**src/design/sha1_pkg.sv**
```systemverilog
package sha1_pkg;

   localparam int WORDS  = 5;
   localparam int WINDOW = 16;
   localparam int ROUNDS = 80;

   localparam logic [31:0] CHAIN_INIT [WORDS] = '{
      32'h67452301, 32'hEFCDAB89, 32'h98BADCFE, 32'h10325476, 32'hC3D2E1F0
   };

   localparam logic [31:0] K_CH   = 32'h5A827999;
   localparam logic [31:0] K_PAR1 = 32'h6ED9EBA1;
   localparam logic [31:0] K_MAJ  = 32'h8F1BBCDC;
   localparam logic [31:0] K_PAR2 = 32'hCA62C1D6;

   localparam logic [7:0] PAD_MARKER = 8'h80;

   // byte positions inside a 64-byte block
   localparam logic [5:0] POS_LEN_FIRST   = 6'd56;
   localparam logic [5:0] POS_MARKER_LAST = 6'd55;
   localparam logic [5:0] POS_BLOCK_LAST  = 6'd63;

   localparam logic [6:0] ROUND_LAST    = 7'(ROUNDS - 1);
   localparam logic [6:0] ROUND_EXPAND  = 7'd16;
   localparam logic [6:0] ROUND_PAR1    = 7'd20;
   localparam logic [6:0] ROUND_MAJ     = 7'd40;
   localparam logic [6:0] ROUND_PAR2    = 7'd60;
   localparam logic [2:0] WORD_LAST     = 3'(WORDS - 1);

   typedef enum logic [2:0] {
      ST_IDLE,
      ST_ROUND,
      ST_ADD,
      ST_PAD,
      ST_OUT
   } state_type;

   typedef enum logic [1:0] {
      SEL_MSG,
      SEL_MARKER,
      SEL_ZERO,
      SEL_LENGTH
   } byte_sel_type;

   typedef enum logic [1:0] {
      PH_CH,
      PH_PAR1,
      PH_MAJ,
      PH_PAR2
   } phase_type;

   typedef struct packed {
      logic         put_byte;
      byte_sel_type byte_sel;
      logic         count_bits;
      logic         latch_len;
      logic         load_vars;
      logic         round_step;
      logic         expand;
      phase_type    phase;
      logic         add_chain;
      logic         restart;
      logic [2:0]   word_sel;
   } cmd_type;

   typedef struct packed {
      logic [5:0] byte_pos;
   } status_type;

endpackage

```
**src/design/sha1_req_if.sv**
```systemverilog
interface sha1_req_if;
   logic       valid;
   logic       ready;
   logic [7:0] msg_byte;
   logic       byte_present;
   logic       end_of_message;

   modport source(output valid, output msg_byte, output byte_present,
                  output end_of_message, input ready);
   modport sink(input valid, input msg_byte, input byte_present,
                input end_of_message, output ready);
endinterface

```
**src/design/sha1_rsp_if.sv**
```systemverilog
interface sha1_rsp_if;
   logic        valid;
   logic        ready;
   logic [31:0] digest_word;
   logic [2:0]  word_number;
   logic        last_word;

   modport source(output valid, output digest_word, output word_number,
                  output last_word, input ready);
   modport sink(input valid, input digest_word, input word_number,
                input last_word, output ready);
endinterface

```
**src/design/sha1_ctrl.sv**
```systemverilog
module sha1_ctrl (
   input  logic                clock,
   input  logic                reset,
   input  logic                req_valid,
   input  logic                req_present,
   input  logic                req_end,
   output logic                req_ready,
   input  logic                rsp_ready,
   output logic                rsp_valid,
   output logic [2:0]          rsp_word_number,
   output logic                rsp_last_word,
   output sha1_pkg::cmd_type   cmd,
   input  sha1_pkg::status_type status
);
   import sha1_pkg::*;

   state_type  state_ff, state_in;
   logic [6:0] round_ff, round_in;
   logic [2:0] word_ff, word_in;
   logic       pad_ff, pad_in;        // end seen, padding in progress
   logic       marker_ff, marker_in;  // 0x80 already placed
   logic       lenph_ff, lenph_in;    // current block takes the length

   always_ff @(posedge clock) begin
      if (reset) begin
         state_ff  <= ST_IDLE;
         round_ff  <= '0;
         word_ff   <= '0;
         pad_ff    <= 1'b0;
         marker_ff <= 1'b0;
         lenph_ff  <= 1'b0;
      end else begin
         state_ff  <= state_in;
         round_ff  <= round_in;
         word_ff   <= word_in;
         pad_ff    <= pad_in;
         marker_ff <= marker_in;
         lenph_ff  <= lenph_in;
      end
   end

   always_comb begin
      state_in        = state_ff;
      round_in        = round_ff;
      word_in         = word_ff;
      pad_in          = pad_ff;
      marker_in       = marker_ff;
      lenph_in        = lenph_ff;
      cmd             = '0;
      cmd.byte_sel    = SEL_MSG;
      cmd.phase       = PH_CH;
      cmd.word_sel    = word_ff;
      req_ready       = 1'b0;
      rsp_valid       = 1'b0;
      rsp_word_number = word_ff;
      rsp_last_word   = (word_ff == WORD_LAST);

      case (state_ff)
         ST_IDLE: begin
            req_ready = 1'b1;
            if (req_valid) begin
               cmd.put_byte   = req_present;
               cmd.count_bits = req_present;
               cmd.latch_len  = req_end;
               if (req_end) begin
                  pad_in    = 1'b1;
                  marker_in = 1'b0;
                  lenph_in  = 1'b0;
               end
               if (req_present && status.byte_pos == POS_BLOCK_LAST) begin
                  cmd.load_vars = 1'b1;
                  round_in      = '0;
                  state_in      = ST_ROUND;
               end else if (req_end) begin
                  state_in = ST_PAD;
               end
            end
         end
         ST_ROUND: begin
            cmd.round_step = 1'b1;
            cmd.expand     = (round_ff >= ROUND_EXPAND);
            if (round_ff < ROUND_PAR1)
               cmd.phase = PH_CH;
            else if (round_ff < ROUND_MAJ)
               cmd.phase = PH_PAR1;
            else if (round_ff < ROUND_PAR2)
               cmd.phase = PH_MAJ;
            else
               cmd.phase = PH_PAR2;
            if (round_ff == ROUND_LAST)
               state_in = ST_ADD;
            else
               round_in = round_ff + 7'd1;
         end
         ST_ADD: begin
            cmd.add_chain = 1'b1;
            round_in      = '0;
            if (!pad_ff) begin
               state_in = ST_IDLE;
            end else if (lenph_ff) begin
               state_in = ST_OUT;
            end else begin
               // block without the length done; the next one carries it
               lenph_in = marker_ff;
               state_in = ST_PAD;
            end
         end
         ST_PAD: begin
            cmd.put_byte = 1'b1;
            if (!marker_ff) begin
               cmd.byte_sel = SEL_MARKER;
               marker_in    = 1'b1;
               lenph_in     = (status.byte_pos <= POS_MARKER_LAST);
            end else if (lenph_ff && status.byte_pos >= POS_LEN_FIRST) begin
               cmd.byte_sel = SEL_LENGTH;
            end else begin
               cmd.byte_sel = SEL_ZERO;
            end
            if (status.byte_pos == POS_BLOCK_LAST) begin
               cmd.load_vars = 1'b1;
               state_in      = ST_ROUND;
            end
         end
         ST_OUT: begin
            rsp_valid = 1'b1;
            if (rsp_ready) begin
               if (word_ff == WORD_LAST) begin
                  cmd.restart = 1'b1;
                  word_in     = '0;
                  pad_in      = 1'b0;
                  state_in    = ST_IDLE;
               end else begin
                  word_in = word_ff + 3'd1;
               end
            end
         end
         default: state_in = ST_IDLE;
      endcase
   end

   a_no_overlap: assert property (@(posedge clock) disable iff (reset)
      !(req_ready && rsp_valid))
      else $error("input taken while digest is being sent");

   a_round_bound: assert property (@(posedge clock) disable iff (reset)
      state_ff == ST_ROUND |-> round_ff <= ROUND_LAST)
      else $error("round counter out of range");

   a_add_after_last: assert property (@(posedge clock) disable iff (reset)
      state_ff == ST_ADD |-> $past(state_ff) == ST_ROUND && $past(round_ff) == ROUND_LAST)
      else $error("chain add without a full set of rounds");

   a_out_final_block: assert property (@(posedge clock) disable iff (reset)
      state_ff == ST_OUT |-> pad_ff && lenph_ff && status.byte_pos == '0)
      else $error("digest sent before length block");

   a_idle_word: assert property (@(posedge clock) disable iff (reset)
      state_ff == ST_IDLE |-> word_ff == '0)
      else $error("word counter not cleared");

endmodule

```
**src/design/sha1_dp.sv**
```systemverilog
module sha1_dp (
   input  logic                 clock,
   input  logic                 reset,
   input  logic [7:0]           msg_byte,
   input  sha1_pkg::cmd_type    cmd,
   output sha1_pkg::status_type status,
   output logic [31:0]          digest_word
);
   import sha1_pkg::*;

   logic [31:0] window_ff [WINDOW];
   logic [23:0] acc_ff;
   logic [5:0]  pos_ff;
   logic [63:0] bit_count_ff, bit_count_in;
   logic [63:0] len_ff;
   logic [31:0] a_ff, b_ff, c_ff, d_ff, e_ff;
   logic [31:0] chain_ff [WORDS];

   logic [7:0]  byte_val;
   logic [31:0] packed_word;
   logic [31:0] w_new, w_cur, f_val, k_val, t_val, shift_word;
   logic        shift_en;

   assign status.byte_pos = pos_ff;
   assign digest_word     = chain_ff[cmd.word_sel];

   always_comb begin
      case (cmd.byte_sel)
         SEL_MSG:    byte_val = msg_byte;
         SEL_MARKER: byte_val = PAD_MARKER;
         SEL_ZERO:   byte_val = 8'h00;
         SEL_LENGTH: byte_val = len_ff[{~pos_ff[2:0], 3'b000} +: 8];
         default:    byte_val = 8'h00;
      endcase
   end

   assign packed_word  = {acc_ff, byte_val};
   assign bit_count_in = cmd.count_bits ? bit_count_ff + 64'd8 : bit_count_ff;

   // schedule: window holds w[i-16..i-1] once expansion starts
   always_comb begin
      w_new = window_ff[13] ^ window_ff[8] ^ window_ff[2] ^ window_ff[0];
      w_new = {w_new[30:0], w_new[31]};
      w_cur = cmd.expand ? w_new : window_ff[0];
   end

   always_comb begin
      case (cmd.phase)
         PH_CH: begin
            f_val = (b_ff & c_ff) | (~b_ff & d_ff);
            k_val = K_CH;
         end
         PH_PAR1: begin
            f_val = b_ff ^ c_ff ^ d_ff;
            k_val = K_PAR1;
         end
         PH_MAJ: begin
            f_val = (b_ff & c_ff) | (b_ff & d_ff) | (c_ff & d_ff);
            k_val = K_MAJ;
         end
         PH_PAR2: begin
            f_val = b_ff ^ c_ff ^ d_ff;
            k_val = K_PAR2;
         end
         default: begin
            f_val = '0;
            k_val = '0;
         end
      endcase
      t_val = {a_ff[26:0], a_ff[31:27]} + f_val + e_ff + k_val + w_cur;
   end

   assign shift_en   = cmd.round_step || (cmd.put_byte && pos_ff[1:0] == 2'b11);
   assign shift_word = cmd.round_step ? w_cur : packed_word;

   always_ff @(posedge clock) begin
      if (shift_en) begin
         for (int j = 0; j < WINDOW - 1; j++)
            window_ff[j] <= window_ff[j+1];
         window_ff[WINDOW-1] <= shift_word;
      end
      if (cmd.put_byte)
         acc_ff <= packed_word[23:0];
      if (cmd.latch_len)
         len_ff <= bit_count_in;
      if (cmd.load_vars) begin
         a_ff <= chain_ff[0];
         b_ff <= chain_ff[1];
         c_ff <= chain_ff[2];
         d_ff <= chain_ff[3];
         e_ff <= chain_ff[4];
      end else if (cmd.round_step) begin
         a_ff <= t_val;
         b_ff <= a_ff;
         c_ff <= {b_ff[1:0], b_ff[31:2]};
         d_ff <= c_ff;
         e_ff <= d_ff;
      end
   end

   always_ff @(posedge clock) begin
      if (reset) begin
         pos_ff       <= '0;
         bit_count_ff <= '0;
         for (int j = 0; j < WORDS; j++)
            chain_ff[j] <= CHAIN_INIT[j];
      end else begin
         if (cmd.put_byte)
            pos_ff <= pos_ff + 6'd1;
         if (cmd.restart) begin
            bit_count_ff <= '0;
            for (int j = 0; j < WORDS; j++)
               chain_ff[j] <= CHAIN_INIT[j];
         end else begin
            bit_count_ff <= bit_count_in;
            if (cmd.add_chain) begin
               chain_ff[0] <= chain_ff[0] + a_ff;
               chain_ff[1] <= chain_ff[1] + b_ff;
               chain_ff[2] <= chain_ff[2] + c_ff;
               chain_ff[3] <= chain_ff[3] + d_ff;
               chain_ff[4] <= chain_ff[4] + e_ff;
            end
         end
      end
   end

endmodule

```
**src/design/sha1_message_digest.sv**
```systemverilog
// channel  dir  handshake        payload
// req      in   valid / ready    msg_byte[7:0] byte_present end_of_message
// rsp      out  valid / ready    digest_word[31:0] word_number[2:0] last_word
//
// One byte beat per cycle while idle; the 64th byte of a block starts the round
// sequence and then the chain add. An end beat starts padding and a compression,
// twice over when the length spills into a new block; then five rsp beats, one
// per cycle while rsp.ready is high.
// Synchronous active-high reset restores the initial chain and clears counters.
// req.ready is low during compression, padding and digest output.
module sha1_message_digest (
   input  logic   clock,
   input  logic   reset,
   sha1_req_if.sink   req,
   sha1_rsp_if.source rsp
);
   import sha1_pkg::*;

   cmd_type    cmd;
   status_type status;

   // controller: sequences byte packing, padding, rounds and output beats
   sha1_ctrl u_ctrl (
      .clock           (clock),
      .reset           (reset),
      .req_valid       (req.valid),
      .req_present     (req.byte_present),
      .req_end         (req.end_of_message),
      .req_ready       (req.ready),
      .rsp_ready       (rsp.ready),
      .rsp_valid       (rsp.valid),
      .rsp_word_number (rsp.word_number),
      .rsp_last_word   (rsp.last_word),
      .cmd             (cmd),
      .status          (status)
   );

   // datapath: message window, round unit, chain value, length counter
   sha1_dp u_dp (
      .clock       (clock),
      .reset       (reset),
      .msg_byte    (req.msg_byte),
      .cmd         (cmd),
      .status      (status),
      .digest_word (rsp.digest_word)
   );

endmodule
```
**src/flat_wrapper.sv**
```systemverilog
// flat-port wrapper written by rule: the top's interface ports become plain ports
module sha1_message_digest_flat import sha1_pkg::*;
  (clock, reset, req_valid, req_msg_byte, req_byte_present, req_end_of_message, req_ready, rsp_valid, rsp_digest_word, rsp_word_number, rsp_last_word, rsp_ready);
  sha1_req_if req_i ();
  sha1_rsp_if rsp_i ();
  input  logic clock;
  input  logic reset;
  input wire logic [$bits(req_i.valid)-1:0] req_valid;
  input wire logic [$bits(req_i.msg_byte)-1:0] req_msg_byte;
  input wire logic [$bits(req_i.byte_present)-1:0] req_byte_present;
  input wire logic [$bits(req_i.end_of_message)-1:0] req_end_of_message;
  output wire logic [$bits(req_i.ready)-1:0] req_ready;
  output wire logic [$bits(rsp_i.valid)-1:0] rsp_valid;
  output wire logic [$bits(rsp_i.digest_word)-1:0] rsp_digest_word;
  output wire logic [$bits(rsp_i.word_number)-1:0] rsp_word_number;
  output wire logic [$bits(rsp_i.last_word)-1:0] rsp_last_word;
  input wire logic [$bits(rsp_i.ready)-1:0] rsp_ready;
  assign req_i.valid = req_valid;
  assign req_i.msg_byte = req_msg_byte;
  assign req_i.byte_present = req_byte_present;
  assign req_i.end_of_message = req_end_of_message;
  assign req_ready = req_i.ready;
  assign rsp_valid = rsp_i.valid;
  assign rsp_digest_word = rsp_i.digest_word;
  assign rsp_word_number = rsp_i.word_number;
  assign rsp_last_word = rsp_i.last_word;
  assign rsp_i.ready = rsp_ready;
  sha1_message_digest u_core (.clock(clock), .reset(reset), .req(req_i), .rsp(rsp_i));
endmodule
```
**config.mk**
```make
export PLATFORM = sky130hd
export DESIGN_NAME = sha1_message_digest_flat
export DESIGN_NICKNAME = d
export VERILOG_FILES = /design/src/design/sha1_pkg.sv /design/src/design/sha1_req_if.sv /design/src/design/sha1_rsp_if.sv /design/src/design/sha1_ctrl.sv /design/src/design/sha1_dp.sv /design/src/design/sha1_message_digest.sv /design/src/flat_wrapper.sv
export SDC_FILE = /design/constraint.sdc
export NUM_CORES = 2
export LEC_CHECK = 0
export BUFFER_PORTS_ARGS = -buffer_cell sky130_fd_sc_hd__buf_4
export CORE_UTILIZATION = 30
export CTS_CLUSTER_DIAMETER = 80
export DETAILED_ROUTE_END_ITERATION = 12
export SYNTH_ARGS = -nofsm -noshare
export SYNTH_HDL_FRONTEND = slang
export SYNTH_SLANG_ARGS = --single-unit
```
**constraint.sdc**
```tcl
create_clock -name clock -period 28 [get_ports clock]
set_input_delay 4.2 -clock clock [delete_from_list [all_inputs] [get_ports clock]]
set_output_delay 4.2 -clock clock [all_outputs]
set_load 0.03 [all_outputs]
```
Word-level counts from Yosys, hierarchy flattened
Memories as Yosys holds them, arrays and structs flattened. A register that Yosys moved wholly into a read port is not among the register bits.
Cells that the tools add are included.
W data, S select, Z words.
{ "word_totals": {"rom_bits": 0, "regBits": 334, "latch_bits": 0, "mem_count": 2, "mem_bits_rw": 672} }
{ "op_classes": {"magnitude_cmp": 6, "mul": 0, "shift": 1, "n_div": 0, "n_addsub": 13, "n_bitwise": 24, "muxes": 86, "n_reduce_logical": 20, "n_eq_ne": 25} }
{ "memory_table": {"columns": ["name", "depth", "word_bits", "rd", "rd_clocked_by_memory_dff", "wr", "line", "rtl"], "rows": [
  ["u_core.u_dp.window_ff", 16, 32, 16, 0, 16, "sha1_dp.sv:11", "logic [31:0] window_ff [WINDOW];"],
  ["u_core.u_dp.chain_ff", 5, 32, 6, 1, 5, "sha1_dp.sv:17", "logic [31:0] chain_ff [WORDS];"]
]} }
{ "ops": {"columns": ["op", "count"], "rows": [
  ["$mux W32", 22],
  ["$add A32 B32 Y32", 9],
  ["$xor A32 B32 Y32", 5],
  ["$and A32 B32 Y32", 4],
  ["$pmux W32 S4", 1],
  ["$or A32 B32 Y32", 3],
  ["$pmux W32 S3", 1],
  ["$add A64 B4 Y64 const B", 1],
  ["$mux W64", 1],
  ["$shiftx A64 B7 Y8", 1],
  ["$mux W3", 13],
  ["$not A32 Y32", 1],
  ["$pmux W8 S4", 1],
  ["$mux W1", 31],
  ["$mux W7", 3],
  ["$pmux W7 S3", 1],
  ["$ne A2 B2 Y1 const B", 10],
  ["$pmux W3 S5", 1],
  ["$lt A7 B6 Y1 const B", 2],
  ["$eq A2 B2 Y1 const B", 5],
  ["$mux W2", 5],
  ["$or A1 B1 Y1", 10],
  ["$reduce_and A5 Y1", 2],
  ["$pmux W1 S2", 4],
  ["28 further kinds", 38]
]} }

Longest topological paths before layout
{ "depth": {"word_depth": 14, "depth_mapped": 26, "depth_no_buf": 23} }

Modules after synthesis
From an unflattened synthesis, not the netlist that was laid out.
{ "hier_totals": {"hier_cells": 3932, "area_unflattened_um2": 50990.2} }
{ "by_module_without_submodules": {"columns": ["mod", "area_per_inst_um2", "seq_area_each_um2", "instances", "cells_per_inst"], "rows": [
  ["sha1_dp", 49830.3, 28877.7, 1, 3790],
  ["sha1_ctrl", 1159.9, 320.3, 1, 142]
]} }

Worst setup path after synthesis
Ideal clock, no wire load.
{ "synth_path": {"kind": "input-to-reg", "start": "in req_valid", "end": "mem u_core.u_dp.window_ff[0][0], enable pin", "setup_ps": 3676, "required_ps": 24324, "cell_stages": 7, "arrival_ps": 13631, "setup_slack_ps": 10693, "cell_sequence": "and2_1 and2_1 clkbuf_1 or2_2 buf_2 nand2_1 nand2_1"} }
{ "synth_lines": {"columns": ["item", "line", "rtl"], "rows": [
  ["start, declared", "flat_wrapper.sv:8", "input wire logic [$bits(req_i.valid)-1:0] req_valid;"],
  ["end, declared", "sha1_dp.sv:11", null]
]} }

==> flow_summary.json <==
{
  "die_w_um": 411,
  "outcome": "finished, final reports clean",
  "async_flop_share_pct": 0,
  "grt_max_degree": 186,
  "post_cts_buffers": 0,
  "synth-seq-area-share_pct": 58.2,
  "num_rows": 149,
  "drtPass1Iterations": 5,
  "crit_start": "req_valid",
  "cts_buffer_depth": 3,
  "synth_area_leaders": "edfxtp_1 (55%), ha_1 (5.1%), fa_1 (5.0%)",
  "drc_errors": 0,
  "slew_viol_final": 0,
  "vias_per_cell": 4.97,
  "netlist_top_cells_count": "edfxtp_1 (917), nand2_1 (560), inv_1 (241)",
  "antenna_found_initial": 1,
  "synth-seq-cells": 1003,
  "ys_types": 74,
  "drtAntennaViolNets": 0,
  "grt_pass1_vias": 30300,
  "grt_pass1_wl_um": 189000,
  "vias": 31600,
  "crit_path_end_kind": "register",
  "clkTransAtPathRegs_ps": 60,
  "place_ws_ps": 18900,
  "die_area_um2": 169000,
  "syn2layout_area_growth_pct": 12.4,
  "syn-num-nets": 4381,
  "arrival_ps": 8600,
  "dp.final_hpwl_um": 87300,
  "fill_cells": 16300,
  "rr_worst_depth": 19,
  "synth.most_common_cell": "edfxtp_1",
  "timing.fmax_ghz": 0.121,
  "relSlewSlack_pct": 23.6,
  "ios": 52,
  "avgSynthCellArea_um2": 12.4,
  "nets": 4436,
  "finClkSkew_ps": 46.1,
  "synth_area_um2": 50200,
  "ys_warn_count": 0,
  "die_y_um": 411,
  "r2r-end": "u_core.u_dp.a_ff[31]$_DFFE_PP_",
  "fin_tns_setup_ps": 0,
  "drtIter0Drc": 2758,
  "post-route-period-util_pct": 29.6,
  "cts_sinks": 1003,
  "min_path_type": "reg2reg",
  "rsz0062_at_grt": "no",
  "synth.top_cell.area_share_pct": 54.8,
  "syn_inst": 4037,
  "startpoint_type": "input port",
  "grt_usage_pct": 14.7,
  "yosys.area.top_type": "edfxtp_1",
  "worst_slack_ps": 19720,
  "root_buffer": "clkbuf_16",
  "core_um2": 166000,
  "critical_path_class": "in2reg",
  "cts_tree": "done",
  "numCtsBuffers": 103,
  "finalCriticalPeriod_ps": 8280,
  "diodes": 0,
  "reg2reg_slack_ps": 20030,
  "r2r_start": "u_core.u_ctrl.state_ff[0]$_SDFFE_PP0P_",
  "initial_core_util_pct": 30.3,
  "cts_resized": 0,
  "drive_gt1_share_pct": 8.35,
  "io_buffers": 51,
  "worst_pin_slew_ps": 1150,
  "totalWireLength_um": 126000,
  "wl_per_cell_um": 19.8,
  "worstPathRequired_ps": 28320,
  "cts_hold_buffers": 0,
  "cp-endpoint": "u_core.u_dp.window_ff[0][116]$_DFFE_PP_",
  "htree_levels": 3,
  "place_congestion": 0.884,
  "ys.flop_type": "edfxtp_1",
  "crit_fanout": 93,
  "synth_edf_count": 917,
  "hold_slack_ps": 389,
  "clk_latency_ps": 730,
  "cap_violations": 0,
  "setup_violations": 0,
  "hold_violations": 0,
  "grt_overflow": 0
}
## flip-flops by register name, indices dropped and copies added (netlist names), 32 cells and up, named ones only
signal and cells:
u_core.u_dp.bit_count_ff 61, u_core.u_dp.b_ff 32, u_core.u_dp.len_ff 61, u_core.u_dp.a_ff 32, u_core.u_dp.e_ff 32, u_core.u_dp.d_ff 32, u_core.u_dp.chain_ff 160, u_core.u_dp.c_ff 32
u_core.u_dp.window_ff 512
## layer usage
layer / part of all wire, % / wire length [um] / GRT usage, % / vias up
met5: 0.0087 / 11 / 0 / -
met4: 3.6 / 4480 / 5.79 / 2
met3: 6.1 / 7710 / 2.42 / 197
met2: 45 / 56800 / 22.5 / 927
met1: 45 / 56800 / 20.6 / 15800
li1: - / - / - / 14700
## worst max-delay path, stage by stage
cell and delay, ps:
buf_4 100, and2_1 160, and2_1 270, or2_2 680
nand2_1 250, nand2_4 840, buf_4 940, buf_4 990
## layout by cell type, fill, tap and decap left out, types with 25 or more instances in the layout
master and count:
and3_1 32, clkinv_1 26, edfxtp_1 917, nand2b_1 25, clkbuf_1 26, ha_1 204, inv_1 241, a221oi_1 29
a21o_1 93, nor2_1 207, mux4_2 45, a21oi_1 203, clkbuf_16 104, nor3_1 39, nand3_1 69, mux2_2 46
nand4_1 29, xnor2_1 216, a31oi_1 27, a211oi_1 26, mux2i_1 36, nand2_1 557, xor2_1 107, fa_1 125
buf_4 82, o21ai_0 219, nor2b_1 79, dfxtp_1 83
## cell type report
type	count	area, um^2	area share [%]
clock inverter	57	498	0.882
clock buffer	134	2760	4.88
multi-input combinational	2659	19600	34.8
tap	2189	2740	4.85
sequential	1003	29300	51.8
inverter	242	910	1.61
timing repair buffer	83	636	1.13
## worst min path at each step
stage,startpoint,to,cells after the start
after floorplan,u_core.u_dp.window_ff[0][32]$_DFFE_PP_,u_core.u_dp.window_ff[0][0]$_DFFE_PP_,0
after global placement,u_core.u_dp.window_ff[0][166]$_DFFE_PP_,u_core.u_dp.window_ff[0][134]$_DFFE_PP_,0
final,u_core.u_dp.window_ff[1][43]$_DFFE_PP_,u_core.u_dp.window_ff[1][11]$_DFFE_PP_,0
after CTS,u_core.u_dp.window_ff[1][43]$_DFFE_PP_,u_core.u_dp.window_ff[1][11]$_DFFE_PP_,0
after detailed placement,u_core.u_dp.window_ff[0][162]$_DFFE_PP_,u_core.u_dp.window_ff[0][130]$_DFFE_PP_,0
after global routing,u_core.u_dp.window_ff[1][233]$_DFFE_PP_,u_core.u_dp.window_ff[1][201]$_DFFE_PP_,0
## stage by stage
| step | instance area, um^2 | cells | utilization (%) |
|---|---|---|---|
| final | 56400 | 6367 | 34.1 |
| after global routing | 56400 | 6367 | 34.1 |
| after CTS | 56400 | 6367 | 34.1 |
| after detailed placement | 53200 | 6176 | 32.1 |
| after global placement | 53200 | 6176 | 32.1 |
| after floorplan | 50200 | 4037 | - |
## kinds of logic after synthesis
family	Yosys count	share of synthesized area [%]
buf+inv	375	2.84
simple gates	1136	10.2
fa+ha+maj	331	10.1
compound gates	742	9.20
mux	127	3.77
xor+xnor	323	5.63
flops	1003	58.2
Power is not shown: default switching activity piles up to over one toggle a cycle in this logic, so the estimate is an artifact.
